## config.mk

```make
export PLATFORM = sky130hd
export DESIGN_NAME = lateral_friction_force_sim
export DESIGN_NICKNAME = d
export VERILOG_FILES = /design/src/hdl/lffs_pkg.sv /design/src/hdl/lffs_engine.sv /design/src/hdl/lateral_friction_force_sim.sv
export VERILOG_INCLUDE_DIRS = /design/src /design/src/hdl
export SDC_FILE = /design/constraint.sdc
export NUM_CORES = 2
export LEC_CHECK = 0
export BUFFER_PORTS_ARGS = -buffer_cell sky130_fd_sc_hd__clkbuf_2
export CORE_ASPECT_RATIO = 0.8
export CORE_UTILIZATION = 40
export DETAILED_ROUTE_END_ITERATION = 8
export PLACE_DENSITY = 0.54
export SYNTH_ARGS = -nofsm -noshare
export SYNTH_HDL_FRONTEND = slang
export SYNTH_HIERARCHICAL = 1
export SYNTH_SLANG_ARGS = --single-unit
```

## constraint.sdc

```tcl
create_clock -name i_clk -period 9.9 [get_ports i_clk]
set_input_delay 1.98 -clock i_clk [delete_from_list [all_inputs] [get_ports i_clk]]
set_output_delay 1.98 -clock i_clk [all_outputs]
set_load 0.005 [all_outputs]
```

## src/hdl/lateral_friction_force_sim_macros.svh

```systemverilog
// Assertion helpers, used by the top-level file to check its own logic.
`ifndef LATERAL_FRICTION_FORCE_SIM_MACROS_SVH
`define LATERAL_FRICTION_FORCE_SIM_MACROS_SVH

// The consequent must hold in the same cycle as the antecedent.
`define LFFS_ASSERT_NOW(lbl, ante, cons, msg) \
    lbl: assert property (@(posedge i_clk) disable iff (!i_rst_n) (ante) |-> (cons)) \
        else $error(msg);

// The consequent must hold in the cycle after the antecedent.
`define LFFS_ASSERT_NEXT(lbl, ante, cons, msg) \
    lbl: assert property (@(posedge i_clk) disable iff (!i_rst_n) (ante) |=> (cons)) \
        else $error(msg);

`endif

```

## src/hdl/lffs_pkg.sv

```systemverilog
package lffs_pkg;

    // Configuration register indexes.
    localparam logic [1:0] REG_SLOPE_GAIN     = 2'd0;
    localparam logic [1:0] REG_FRICTION_COEF  = 2'd1;
    localparam logic [1:0] REG_NORMAL_LOAD    = 2'd2;
    localparam logic [1:0] REG_ADHESION_FORCE = 2'd3;

    // Reset values of the configuration registers.
    localparam logic [31:0] RST_SLOPE_GAIN     = 32'd65536;
    localparam logic [22:0] RST_FRICTION_COEF  = 23'd65536;
    localparam logic [15:0] RST_NORMAL_LOAD    = 16'd64;
    localparam logic [15:0] RST_ADHESION_FORCE = 16'd64;

    // Fixed-point constants.
    localparam logic [53:0] SLOPE_MAX = 54'd16777216;
    localparam logic [48:0] ONE_Q32   = 49'h1_0000_0000;
    localparam logic [31:0] POS_MAX   = 32'h7FFF_FFFF;
    localparam logic [31:0] NEG_MAX   = 32'h8000_0000;

    typedef struct packed {
        logic signed [19:0] height;
        logic               row_end;
    } t_in;

    typedef struct packed {
        logic signed [31:0] forward_force;
        logic signed [31:0] reverse_force;
        logic               saturated;
        logic               last_of_row;
    } t_out;

    typedef struct packed {
        logic [31:0] slope_gain;
        logic [22:0] friction_coef;
        logic [15:0] normal_load;
        logic [15:0] adhesion_force;
    } t_cfg;

    // One force computation handed to the engine.
    typedef struct packed {
        logic signed [20:0] diff;
        logic               doubled;
        logic               last;
    } t_eng_req;

    typedef struct packed {
        logic busy;
        logic done;
    } t_eng_stat;

endpackage

```

## src/hdl/lffs_engine.sv

```systemverilog
module lffs_engine import lffs_pkg::*; (
    input  logic      i_clk,
    input  logic      i_rst_n,
    input  logic      i_start,
    input  t_eng_req  i_req,
    input  t_cfg      i_cfg,
    input  logic      i_ack,
    output t_eng_stat o_stat,
    output t_out      o_res
);

    localparam logic [4:0] E_IDLE = 5'd0;
    localparam logic [4:0] E_S0   = 5'd1;
    localparam logic [4:0] E_S1   = 5'd2;
    localparam logic [4:0] E_SS0  = 5'd3;
    localparam logic [4:0] E_SS1  = 5'd4;
    localparam logic [4:0] E_SQ   = 5'd5;
    localparam logic [4:0] E_ML   = 5'd6;
    localparam logic [4:0] E_MA   = 5'd7;
    localparam logic [4:0] E_MR0  = 5'd8;
    localparam logic [4:0] E_MR1  = 5'd9;
    localparam logic [4:0] E_LS   = 5'd10;
    localparam logic [4:0] E_MS0  = 5'd11;
    localparam logic [4:0] E_MS1  = 5'd12;
    localparam logic [4:0] E_FD   = 5'd13;
    localparam logic [4:0] E_DIV  = 5'd14;
    localparam logic [4:0] E_FW   = 5'd15;
    localparam logic [4:0] E_RD   = 5'd16;
    localparam logic [4:0] E_RW   = 5'd17;
    localparam logic [4:0] E_DONE = 5'd18;

    logic [4:0]  r_state;
    logic        r_neg;
    logic        r_last;
    logic        r_dbl;
    logic        r_sat;
    logic        r_rneg;
    logic        r_divrev;
    logic [20:0] r_mag;
    logic [24:0] r_s;
    logic [53:0] r_acc;
    logic [48:0] r_rem;
    logic [49:0] r_root;
    logic [49:0] r_bit;
    logic [5:0]  r_cnt;
    logic [63:0] r_p;
    logic [56:0] r_q;
    logic [38:0] r_ma;
    logic [47:0] r_ms;
    logic [63:0] r_num;
    logic [48:0] r_den;
    logic [31:0] r_fwd;
    logic [31:0] r_rev;

    logic [39:0] mul_a;
    logic [15:0] mul_b;
    logic [55:0] prod;
    logic [52:0] s_sum;
    logic [53:0] s_full;
    logic [49:0] sq_try;
    logic [49:0] rem_sh;
    logic        div_ge;
    logic [32:0] fwd_den;
    logic        p_ge_q;

    // Shared multiplier: operands picked by the sequencer step.
    always_comb begin
        mul_a = '0;
        mul_b = '0;
        unique case (r_state)
            E_S0: begin
                mul_a = {19'b0, r_mag};
                mul_b = i_cfg.slope_gain[15:0];
            end
            E_S1: begin
                mul_a = {19'b0, r_mag};
                mul_b = i_cfg.slope_gain[31:16];
            end
            E_SS0: begin
                mul_a = {15'b0, r_s};
                mul_b = r_s[15:0];
            end
            E_SS1: begin
                mul_a = {15'b0, r_s};
                mul_b = {7'b0, r_s[24:16]};
            end
            E_ML: begin
                mul_a = {17'b0, i_cfg.friction_coef};
                mul_b = i_cfg.normal_load;
            end
            E_MA: begin
                mul_a = {17'b0, i_cfg.friction_coef};
                mul_b = i_cfg.adhesion_force;
            end
            E_MR0: begin
                mul_a = {1'b0, r_ma};
                mul_b = r_root[15:0];
            end
            E_MR1: begin
                mul_a = {1'b0, r_ma};
                mul_b = {7'b0, r_root[24:16]};
            end
            E_LS: begin
                mul_a = {15'b0, r_s};
                mul_b = i_cfg.normal_load;
            end
            E_MS0: begin
                mul_a = {15'b0, r_s};
                mul_b = i_cfg.friction_coef[15:0];
            end
            E_MS1: begin
                mul_a = {15'b0, r_s};
                mul_b = {9'b0, i_cfg.friction_coef[22:16]};
            end
            default: begin
                mul_a = '0;
                mul_b = '0;
            end
        endcase
    end

    assign prod = mul_a * mul_b;

    // Slope assembly, doubling at the row ends.
    assign s_sum  = r_acc[52:0] + {prod[36:0], 16'b0};
    assign s_full = r_dbl ? {s_sum, 1'b0} : {1'b0, s_sum};

    // Square root and divider steps.
    assign sq_try  = r_root + r_bit;
    assign rem_sh  = {r_rem, r_num[63]};
    assign div_ge  = rem_sh >= {1'b0, r_den};
    assign fwd_den = ONE_Q32[32:0] - {1'b0, r_ms[31:0]};
    assign p_ge_q  = r_p >= {7'b0, r_q};

    // Sequencer.
    always_ff @(posedge i_clk) begin
        if (!i_rst_n) begin
            r_state <= E_IDLE;
        end else begin
            unique case (r_state)
                E_IDLE: begin
                    if (i_start) begin
                        r_neg   <= i_req.diff[20];
                        r_mag   <= i_req.diff[20] ? 21'(-i_req.diff) : i_req.diff;
                        r_dbl   <= i_req.doubled;
                        r_last  <= i_req.last;
                        r_sat   <= 1'b0;
                        r_state <= E_S0;
                    end
                end
                E_S0: begin
                    r_acc   <= prod[53:0];
                    r_state <= E_S1;
                end
                E_S1: begin
                    if (s_full > SLOPE_MAX) begin
                        r_s   <= SLOPE_MAX[24:0];
                        r_sat <= 1'b1;
                    end else begin
                        r_s <= s_full[24:0];
                    end
                    r_state <= E_SS0;
                end
                E_SS0: begin
                    r_acc   <= prod[53:0];
                    r_state <= E_SS1;
                end
                E_SS1: begin
                    r_rem   <= ONE_Q32 + r_acc[48:0] + {prod[32:0], 16'b0};
                    r_root  <= '0;
                    r_bit   <= 50'h1 << 48;
                    r_cnt   <= 6'd24;
                    r_state <= E_SQ;
                end
                E_SQ: begin
                    if ({1'b0, r_rem} >= sq_try) begin
                        r_rem  <= r_rem - sq_try[48:0];
                        r_root <= (r_root >> 1) + r_bit;
                    end else begin
                        r_root <= r_root >> 1;
                    end
                    r_bit <= r_bit >> 2;
                    if (r_cnt == '0) begin
                        r_state <= E_ML;
                    end else begin
                        r_cnt <= r_cnt - 6'd1;
                    end
                end
                E_ML: begin
                    r_p     <= {9'b0, prod[38:0], 16'b0};
                    r_state <= E_MA;
                end
                E_MA: begin
                    r_ma    <= prod[38:0];
                    r_state <= E_MR0;
                end
                E_MR0: begin
                    r_p     <= r_p + {8'b0, prod};
                    r_state <= E_MR1;
                end
                E_MR1: begin
                    r_p     <= r_p + {prod[47:0], 16'b0};
                    r_state <= E_LS;
                end
                E_LS: begin
                    r_q     <= {prod[40:0], 16'b0};
                    r_state <= E_MS0;
                end
                E_MS0: begin
                    r_ms    <= prod[47:0];
                    r_state <= E_MS1;
                end
                E_MS1: begin
                    r_ms    <= r_ms + {prod[31:0], 16'b0};
                    r_state <= E_FD;
                end
                // Forward force: a non-positive denominator saturates.
                E_FD: begin
                    if (r_ms[47:32] != '0) begin
                        r_sat   <= 1'b1;
                        r_fwd   <= POS_MAX;
                        r_state <= E_RD;
                    end else begin
                        r_num    <= r_p + {7'b0, r_q};
                        r_den    <= {16'b0, fwd_den};
                        r_rem    <= '0;
                        r_cnt    <= 6'd63;
                        r_divrev <= 1'b0;
                        r_state  <= E_DIV;
                    end
                end
                // Restoring division, one quotient bit per cycle.
                E_DIV: begin
                    r_rem <= div_ge ? 49'(rem_sh - {1'b0, r_den}) : rem_sh[48:0];
                    r_num <= {r_num[62:0], div_ge};
                    if (r_cnt == '0) begin
                        r_state <= r_divrev ? E_RW : E_FW;
                    end else begin
                        r_cnt <= r_cnt - 6'd1;
                    end
                end
                E_FW: begin
                    if (r_num[63:31] != '0) begin
                        r_sat <= 1'b1;
                        r_fwd <= POS_MAX;
                    end else begin
                        r_fwd <= r_num[31:0];
                    end
                    r_state <= E_RD;
                end
                E_RD: begin
                    r_num    <= p_ge_q ? (r_p - {7'b0, r_q}) : ({7'b0, r_q} - r_p);
                    r_rneg   <= !p_ge_q;
                    r_den    <= ONE_Q32 + {1'b0, r_ms};
                    r_rem    <= '0;
                    r_cnt    <= 6'd63;
                    r_divrev <= 1'b1;
                    r_state  <= E_DIV;
                end
                E_RW: begin
                    if (!r_rneg) begin
                        if (r_num[63:31] != '0) begin
                            r_sat <= 1'b1;
                            r_rev <= POS_MAX;
                        end else begin
                            r_rev <= r_num[31:0];
                        end
                    end else if (r_num[63:32] != '0 || (r_num[31] && r_num[30:0] != '0)) begin
                        r_sat <= 1'b1;
                        r_rev <= NEG_MAX;
                    end else begin
                        r_rev <= 32'(-r_num[31:0]);
                    end
                    r_state <= E_DONE;
                end
                E_DONE: begin
                    if (i_ack) begin
                        r_state <= E_IDLE;
                    end
                end
                default: begin
                    r_state <= E_IDLE;
                end
            endcase
        end
    end

    // Result, with the two forces swapped for a falling slope.
    assign o_res.forward_force = r_neg ? r_rev : r_fwd;
    assign o_res.reverse_force = r_neg ? r_fwd : r_rev;
    assign o_res.saturated     = r_sat;
    assign o_res.last_of_row   = r_last;

    assign o_stat.busy = (r_state != E_IDLE);
    assign o_stat.done = (r_state == E_DONE);

endmodule

```

## src/hdl/lateral_friction_force_sim.sv

```systemverilog
// Lateral friction force simulator. Height samples enter row by row; each result
// (forward force, reverse force, saturation flag, end-of-row mark) belongs to the
// sample before the one just taken, and the sample marking a row end yields two
// results, or one for a single-sample row. A sample that only starts a row does
// not stall the input. Each result is computed by one iterative engine, which
// skips the forward division when the forward denominator is not positive; the
// 25-step square root and the two 64-step restoring divisions dominate its work.
// A row-end sample with two results holds the input until both are done. The
// input stays stalled until the last result of the current sample has moved into
// the output register, so a stalled output channel holds the input longer. The
// user must write configuration through the plain write port only while the
// block is idle; the block itself does not enforce this.
`include "lateral_friction_force_sim_macros.svh"

module lateral_friction_force_sim import lffs_pkg::*; (
    input  logic        i_clk,
    input  logic        i_rst_n,
    input  logic        i_in_valid,
    output logic        o_in_stall,
    input  t_in         i_in_data,
    output logic        o_out_valid,
    input  logic        i_out_stall,
    output t_out        o_out_data,
    input  logic        i_cfg_we,
    input  logic [1:0]  i_cfg_idx,
    input  logic [31:0] i_cfg_data
);

    localparam logic [1:0] S_IDLE    = 2'd0;
    localparam logic [1:0] S_WAIT    = 2'd1;
    localparam logic [1:0] S_WAIT2   = 2'd2;
    localparam logic [1:0] S_LAUNCH2 = 2'd3;

    localparam logic [1:0] FILL_EMPTY = 2'd0;
    localparam logic [1:0] FILL_ONE   = 2'd1;
    localparam logic [1:0] FILL_TWO   = 2'd2;

    logic [1:0]         r_state;
    logic [1:0]         r_fill;
    logic signed [19:0] r_older;
    logic signed [19:0] r_newer;
    t_eng_req           r_req2;
    t_cfg               r_cfg;
    logic               r_out_valid;
    t_out               r_out;

    logic               accept;
    logic               load;
    logic               eng_start;
    t_eng_req           eng_req;
    t_eng_stat          eng_stat;
    t_out               eng_res;
    logic signed [20:0] d_new;
    logic signed [20:0] d_old;

    assign accept     = i_in_valid && !o_in_stall;
    assign o_in_stall = (r_state != S_IDLE);
    assign load       = eng_stat.done && (!r_out_valid || !i_out_stall);

    assign d_new = {i_in_data.height[19], i_in_data.height} - {r_newer[19], r_newer};
    assign d_old = {i_in_data.height[19], i_in_data.height} - {r_older[19], r_older};

    // Engine launch: the held row-end result, or the first result of a new sample.
    always_comb begin
        eng_start = 1'b0;
        eng_req   = '0;
        priority if (r_state == S_LAUNCH2) begin
            eng_start = 1'b1;
            eng_req   = r_req2;
        end else if (accept && r_fill == FILL_EMPTY) begin
            eng_start       = i_in_data.row_end;
            eng_req.diff    = '0;
            eng_req.doubled = 1'b0;
            eng_req.last    = 1'b1;
        end else if (accept) begin
            eng_start       = 1'b1;
            eng_req.diff    = (r_fill == FILL_ONE) ? d_new : d_old;
            eng_req.doubled = (r_fill == FILL_ONE);
            eng_req.last    = 1'b0;
        end else begin
            eng_start = 1'b0;
        end
    end

    // Row tracking and sequencing of the results of one sample.
    always_ff @(posedge i_clk) begin
        if (!i_rst_n) begin
            r_state <= S_IDLE;
            r_fill  <= FILL_EMPTY;
            r_older <= '0;
            r_newer <= '0;
        end else begin
            unique case (r_state)
                S_IDLE: begin
                    if (accept) begin
                        if (r_fill == FILL_EMPTY) begin
                            if (i_in_data.row_end) begin
                                r_state <= S_WAIT;
                            end else begin
                                r_newer <= i_in_data.height;
                                r_fill  <= FILL_ONE;
                            end
                        end else begin
                            r_older <= r_newer;
                            r_newer <= i_in_data.height;
                            if (i_in_data.row_end) begin
                                r_req2.diff    <= d_new;
                                r_req2.doubled <= 1'b1;
                                r_req2.last    <= 1'b1;
                                r_fill         <= FILL_EMPTY;
                                r_state        <= S_WAIT2;
                            end else begin
                                r_fill  <= FILL_TWO;
                                r_state <= S_WAIT;
                            end
                        end
                    end
                end
                S_WAIT: begin
                    if (load) begin
                        r_state <= S_IDLE;
                    end
                end
                S_WAIT2: begin
                    if (load) begin
                        r_state <= S_LAUNCH2;
                    end
                end
                S_LAUNCH2: begin
                    r_state <= S_WAIT;
                end
                default: begin
                    r_state <= S_IDLE;
                end
            endcase
        end
    end

    // Configuration registers.
    always_ff @(posedge i_clk) begin
        if (!i_rst_n) begin
            r_cfg.slope_gain     <= RST_SLOPE_GAIN;
            r_cfg.friction_coef  <= RST_FRICTION_COEF;
            r_cfg.normal_load    <= RST_NORMAL_LOAD;
            r_cfg.adhesion_force <= RST_ADHESION_FORCE;
        end else if (i_cfg_we) begin
            unique case (i_cfg_idx)
                REG_SLOPE_GAIN:     r_cfg.slope_gain     <= i_cfg_data;
                REG_FRICTION_COEF:  r_cfg.friction_coef  <= i_cfg_data[22:0];
                REG_NORMAL_LOAD:    r_cfg.normal_load    <= i_cfg_data[15:0];
                REG_ADHESION_FORCE: r_cfg.adhesion_force <= i_cfg_data[15:0];
                default: begin
                end
            endcase
        end
    end

    // Output register: takes a finished result whenever the slot is free.
    always_ff @(posedge i_clk) begin
        if (!i_rst_n) begin
            r_out_valid <= 1'b0;
        end else if (load) begin
            r_out_valid <= 1'b1;
        end else if (!i_out_stall) begin
            r_out_valid <= 1'b0;
        end
    end

    always_ff @(posedge i_clk) begin
        if (load) begin
            r_out <= eng_res;
        end
    end

    assign o_out_valid = r_out_valid;
    assign o_out_data  = r_out;

    lffs_engine u_engine (
        .i_clk   (i_clk),
        .i_rst_n (i_rst_n),
        .i_start (eng_start),
        .i_req   (eng_req),
        .i_cfg   (r_cfg),
        .i_ack   (load),
        .o_stat  (eng_stat),
        .o_res   (eng_res)
    );

    // A new computation never starts over one still in flight.
    `LFFS_ASSERT_NOW(a_start_idle, eng_start, !eng_stat.busy, "engine started while busy")
    // A finished result always has a sample waiting for it.
    `LFFS_ASSERT_NOW(a_done_owned, eng_stat.done, r_state != S_IDLE, "result with no owner")
    // A result moved out of the engine shows up on the output next cycle.
    `LFFS_ASSERT_NEXT(a_load_shown, load, o_out_valid, "loaded result not presented")

endmodule
```

==> Word-level counts from Yosys, hierarchy flattened <==
Cells that the tools add are included.
{ "op_classes": {"addsub": 20, "n_mul": 1, "n_lt_le_gt_ge": 4, "n_eq_ne": 41, "n_mux": 65, "bitwise": 1, "reduce_logical": 62} }
{ "ops": {"columns": ["cell", "count"], "rows": [
  ["case mux 64 bit (3 select lines)", 2],
  ["case mux 49 bit (5 select lines)", 1],
  ["case mux 50 bit (2 select lines)", 2],
  ["two-way mux 49 bit", 4],
  ["two-way mux 32 bit", 6],
  ["case mux 16 bit (10 select lines)", 1],
  ["case mux 39 bit (4 select lines)", 1],
  ["two-way mux 64 bit", 2],
  ["case mux 49 bit (2 select lines)", 1],
  ["subtractor 49 bit", 2],
  ["case mux 48 bit (2 select lines)", 1],
  ["case mux 5 bit (19 select lines)", 1],
  ["two-way mux 23 bit", 3],
  ["adder 64 x 55 -> 64 bit", 1],
  ["adder 64 x 57 -> 64 bit", 1],
  ["adder 64 bit", 1],
  [">= comparator 64 x 57 -> 1 bit", 1],
  ["case mux 32 bit (2 select lines)", 1],
  ["subtractor 57 x 64 -> 64 bit", 1],
  ["subtractor 64 x 57 -> 64 bit", 1],
  ["two-way mux 20 bit", 3],
  ["multiplier 39 x 16 -> 55 bit", 1],
  ["> comparator 54 x 25 -> 1 bit (second input constant)", 1],
  ["two-way mux 54 bit", 1],
  ["56 further kinds", 154]
]} }
{ "totals": {"ff_bits": 853, "inputBits": 60, "output_inout_bits": 68, "elab_cells": 231} }

==> Logic depth before layout (Yosys ltp) <==
{ "depth": {"depth_word": 9, "depth_mapped": 49} }

==> By module <==
The synthesis kept the hierarchy.
{ "by_module_without_submodules": {"columns": ["mod", "instances", "cells_each", "area_each_um2", "seq_area_each_um2"], "rows": [
  ["lffs_engine", 1, 8667, 74999.4, 18237.5],
  ["lateral_friction_force_sim", 1, 1030, 9945.8, 5255.0]
]} }

==> Worst setup path after synthesis <==
Ideal clock, no wire load.
{ "synth_timing": {"path_type": "reg2reg", "from": "register u_engine.r_state[3]", "to": "register u_engine.r_p[62], data pin", "setup_time_ns": 0.271, "t_arrival_ns": 10.501, "required_time_ns": 9.629, "setup_slack_ns": -0.872, "path_stages_with_launch": 43, "path_cell_list": "dfxtp_1 -> nand2b_1 -> clkbuf_1 -> nor3b_1 -> and2_1 -> clkbuf_1 -> clkbuf_1 -> a222oi_1 -> and3_1 -> nand2_1 -> clkbuf_1 -> nand2_1 -> fa_1 -> inv_1 -> fa_1 -> fa_1 -> fa_1 -> fa_1 -> [... 7 more ...] -> a21o_1 -> nor2_1 -> nor2b_1 -> nand2_1 -> nand2_1 -> a21oi_1 -> xnor2_1 -> ha_1 -> a21oi_1 -> o21ai_0 -> a2111oi_0 -> a2111oi_0 -> o41ai_1 -> o21ai_0 -> a221o_1 -> a21oi_1 -> xor2_1 -> o22ai_1"} }
{ "synth_via": {"elab_chain_len": 6, "elab_cells_between_ends": 22, "classes_between": "add/sub (2); mul (1); eq/ne (11); mux (3); reduce/logical (5)"} }
{ "synth_lines": {"columns": ["item", "line_no", "rtl"], "rows": [
  ["from (decl)", "lffs_engine.sv:32", "logic [4:0] r_state;"],
  ["from (signal assigned)", "lffs_engine.sv:237", "r_state <= r_divrev ? E_RW : E_FW;"],
  ["equality test 5 x 2 -> 1 bit (tied with other cells)", "lffs_engine.sv:70", "unique case (r_state)"],
  ["OR reduction 5 bit (no line) / OR reduction 2 bit (equally long branches)", null, null],
  ["case mux 39 bit (4 select lines) / case mux 16 bit (10 select lines) (equally long branches)", "lffs_engine.sv:70", null],
  ["multiplier 39 x 16 -> 55 bit (*)", "lffs_engine.sv:122", "assign prod = mul_a * mul_b;"],
  ["net u_engine.prod[27]", "lffs_engine.sv:57", "logic [55:0] prod;"],
  ["adder 64 bit / adder 64 x 55 -> 64 bit (equally long branches)", "lffs_engine.sv:202, lffs_engine.sv:198", null],
  ["case mux 64 bit (3 select lines) (*)", "lffs_engine.sv:140", "unique case (r_state)"],
  ["to (signal assigned)", "lffs_engine.sv:190", "r_p <= {9'b0, prod[38:0], 16'b0};"],
  ["to (signal assigned)", "lffs_engine.sv:198", "r_p <= r_p + {8'b0, prod};"],
  ["to (signal assigned)", "lffs_engine.sv:202", "r_p <= r_p + {prod[47:0], 16'b0};"],
  ["to (decl)", "lffs_engine.sv:46", "logic [63:0] r_p;"]
]} }
The timed path passes the listed nets; every way through them passes the cells marked *.
A chain may end at the register's enable or synchronous reset.

==> Worst setup path after layout <==
{ "layout_timing": {"from": "register u_engine.r_state[4]", "to": "register u_engine.r_s[20], data pin"} }
{ "layout_via": {"elab_chain_len": 7, "elab_cells_between_ends": 22, "classes_between": "add/sub (1); mul (1); order compare (1); eq/ne (11); mux (3); reduce/logical (5)"} }
{ "layout_lines": {"columns": ["item", "line_no", "rtl"], "rows": [
  ["equality test 5 x 2 -> 1 bit (tied with other cells)", "lffs_engine.sv:70", null],
  ["OR reduction 5 bit (no line) / OR reduction 2 bit (equally long branches)", null, null],
  ["case mux 39 bit (4 select lines) / case mux 16 bit (10 select lines) (equally long branches)", "lffs_engine.sv:70", null],
  ["multiplier 39 x 16 -> 55 bit (*)", "lffs_engine.sv:122", null],
  ["net u_engine.prod[29]", "lffs_engine.sv:57", null],
  ["adder 53 bit (*)", "lffs_engine.sv:125", "assign s_sum = r_acc[52:0] + {prod[36:0], 16'b0};"],
  ["two-way mux 54 bit (*)", "lffs_engine.sv:126", "assign s_full = r_dbl ? {s_sum, 1'b0} : {1'b0, s_sum};"],
  ["> comparator 54 x 25 -> 1 bit (*)", "lffs_engine.sv:156", "if (s_full > SLOPE_MAX) begin"],
  ["to (signal assigned)", "lffs_engine.sv:157", "r_s <= SLOPE_MAX[24:0];"],
  ["to (signal assigned)", "lffs_engine.sv:160", "r_s <= s_full[24:0];"],
  ["to (decl)", "lffs_engine.sv:40", "logic [24:0] r_s;"]
]} }
Marks and branches as above.

==> results.json <==
{
  "status": "complete, but fails checks",
  "failed_checks": "setup timing",
  "synth.top_cells.by_area": "edfxtp_1 (24%), fa_1 (13%), ha_1 (9.6%)",
  "gp_congestion": 0.984,
  "grt_pass1_vias": 76300,
  "required_ps": 10550,
  "fin_ws_ps": -390,
  "yosysTopAreaCell": "edfxtp_1",
  "cts_tree": "built",
  "crit_family": "adder cells",
  "synth_top_cell_area_share_pct": 24.4,
  "cts_buffers": 99,
  "finalPower_w": 0.0185,
  "drv_cap": 0,
  "grt_max_degree": 92,
  "io_pins": 128,
  "die_h_um": 414,
  "yosysSeqAreaShare_pct": 27.7,
  "crit_path_end_kind": "register",
  "post-route-min-period_ps": 10290,
  "path_clk_slew_ps": 60,
  "final_util_pct": 51.3,
  "layout.nets": 12200,
  "initial_utilization_pct": 40.4,
  "synth_ff_type": "edfxtp_1",
  "syn_area_mm2": 0.0849,
  "dp.cells": 13500,
  "critPathSlowestCell": "fa_1",
  "clk_latency_ps": 780,
  "critPathMaxFanout": 8,
  "synth.distinct_cells": 99,
  "p_leak_nw": 46.2,
  "synthesis.yosys.warnings": 6,
  "powerDensity_mw_per_mm2": 172,
  "synth_edf_count": 691,
  "wl_per_cell_um": 24.8,
  "grt.total_usage_pct": 31.2,
  "synth_cells": 9697,
  "synth_most_common_cell": "nand2_1",
  "skew_ps": 97.5,
  "firstDrtPassIters": 8,
  "clock-sinks": 828,
  "syn_area_per_cell_um2": 8.76,
  "die_w_um": 517,
  "io_buffers": 127,
  "grt-ovfl-total": 0,
  "h-tree-depth": 3,
  "antenna_found_initial": 24,
  "yosys_register_bits": 828,
  "slew_violations": 0,
  "die-area_mm2": 0.214,
  "clock_path_buffers": 3,
  "finalWirelength_um": 345000,
  "crit_type": "reg2reg",
  "ant_nets": 0,
  "slew_headroom_pct": 8.61,
  "drive_above_1_share_pct": 23.1,
  "setup_viol": 46,
  "layout.cells.non_filler": 13900,
  "dp_hpwl_um": 275000,
  "grt_pass1_wl_um": 502000,
  "holdBufCountCts": 0,
  "cp_common_cell": "fa_1",
  "cts-root-buf": "clkbuf_16",
  "worstMarginPinSlew_ps": 1370,
  "vias": 80000,
  "coreArea_mm2": 0.210,
  "peakVddDrop_mv": 0.199,
  "synth_common_cells": "nand2_1 (1,281), inv_1 (924), nor2_1 (757)",
  "syn_to_final_growth_pct": 26.8,
  "final_hold_viol_count": 0,
  "critPathMaxStageDelay_ps": 530,
  "whs_ps": 433,
  "rsz0062_at_grt": "yes",
  "synth_nets": 11000,
  "drc": 0,
  "cp.arrival_ps": 10940,
  "path_buf_inv": 18,
  "min_period_over_period_pct": 104,
  "drtIter0Drc": 7685,
  "async_flop_share_pct": 0,
  "via_per_inst": 5.76,
  "cp-start-kind": "register",
  "hp-class": "reg2reg",
  "timing.fmax_ghz": 0.0972,
  "rows": 150
}
-- per-layer routing --
metal  GRT usage [%]  wire [µm]  vias to the layer above
li1                -          -                    36800
met1            46.5     161000                    39800
met2            46.0     147000                     2986
met3            5.41      27400                      406
met4            8.11       9830                        8
met5               0         41                        -
-- cells by family after synthesis --
kind of cell	Yosys count	synth area share (%)
and+or+nand+nor	3089	16.6
AOI/OAI and AO/OA	2580	20.3
buffers and inverters	1383	6.12
adders and majority gates	1210	22.7
DFF	828	27.7
xor gates and xnor gates	484	5.02
muxes	122	1.55
other	1	0.00441
-- power by group --
group	internal, W	switching, W	total [W]
logic	0.00473	0.00577	0.0105
registers	0.00402	0.000136	0.00416
clock network	0.00218	0.00170	0.00388
-- final cells by class --
type                       instances  area [µm²]
tap                             2812        3520
sequential                       828       23500
clock buffer                     123        2720
clock inverter                    63         649
antenna                            4        10.0
multi-input combinational       7487       60000
fill                           19600      102000
inverter                         926        3500
timing repair buffer            1631       13700
-- registers in the layout, indices dropped and copies added (netlist names), 5 cells and up --
name              cells
r_cfg                87
o_out_data           66
u_engine/r_ma        39
u_engine/r_mag       21
u_engine/r_acc       53
r_req2               21
u_engine/r_root      50
r_older              20
u_engine/r_bit       25
u_engine/r_rev       32
u_engine/r_num       64
u_engine/r_ms        48
u_engine/r_p         64
u_engine/r_q         41
u_engine/r_state      5
u_engine/r_cnt        6
u_engine/r_den       49
u_engine/r_fwd       32
u_engine/r_rem       49
u_engine/r_s         25
r_newer              20
-- repair_timing --
action	in CTS	in global routing
gates cloned	11	3
pin swaps	192	183
setup buffers	116	88
resized for setup	506	384
endpoints found under the setup margin	81	80
-- worst register-to-register path: cells and delay by family (launching register included) --
family	cells	cell delay, ps
adder cells (fa/ha/maj)	8	3640
AND/OR/NAND/NOR	11	2030
flip-flops	1	330
AO/OA/AOI/OAI	10	1750
buffers and inverters	18	2100
XOR/XNOR	1	310
-- worst paths after layout --
kind	from	endpoint	slack, ps	depth (start not counted)
worst max-delay path	u_engine/r_state[4]$_SDFFE_PN0P_	u_engine/r_s[20]$_SDFFCE_PN0P_	-390	48
worst min-delay path	u_engine/r_last$_DFFE_PP_	o_out_data[0]$_DFFE_PP_	430	0
worst max register to register	u_engine/r_state[4]$_SDFFE_PN0P_	u_engine/r_s[20]$_SDFFCE_PN0P_	-390	48
worst min register to register	u_engine/r_last$_DFFE_PP_	o_out_data[0]$_DFFE_PP_	430	0
-- cells in the final DEF (no fill, tap or decap), types with 83 or more instances in the layout --
cell type / count
buf_4: 1287
nand2_1: 1222
inv_1: 872
nor2_1: 700
edfxtp_1: 691
ha_1: 592
a21oi_1: 576
fa_1: 529
o21ai_0: 391
a21o_1: 269
xnor2_1: 249
xor2_1: 206
a21boi_0: 140
dfxtp_1: 132
clkbuf_2: 128
nand3_1: 126
nor3_1: 118
nand2b_1: 113
and2_1: 107
a31oi_1: 107
clkbuf_16: 106
buf_6: 106
nand4_1: 95
o21bai_1: 94
nor2b_1: 85
buf_12: 84
a22oi_1: 83
-- per-stage QoR --
step           area, µm²  setup WS (ps)  TNS (ps)
2_1_floorplan      85400          -85.9     -85.9
3_3_place_gp       98600          -1290    -57900
3_5_place_dp       98600          -1240    -55140
4_1_cts           105000           -499    -13170
5_1_grt           108000           -788    -31930
6_report          108000           -390    -11750
Note: power is estimated with default switching activity, not from simulation.
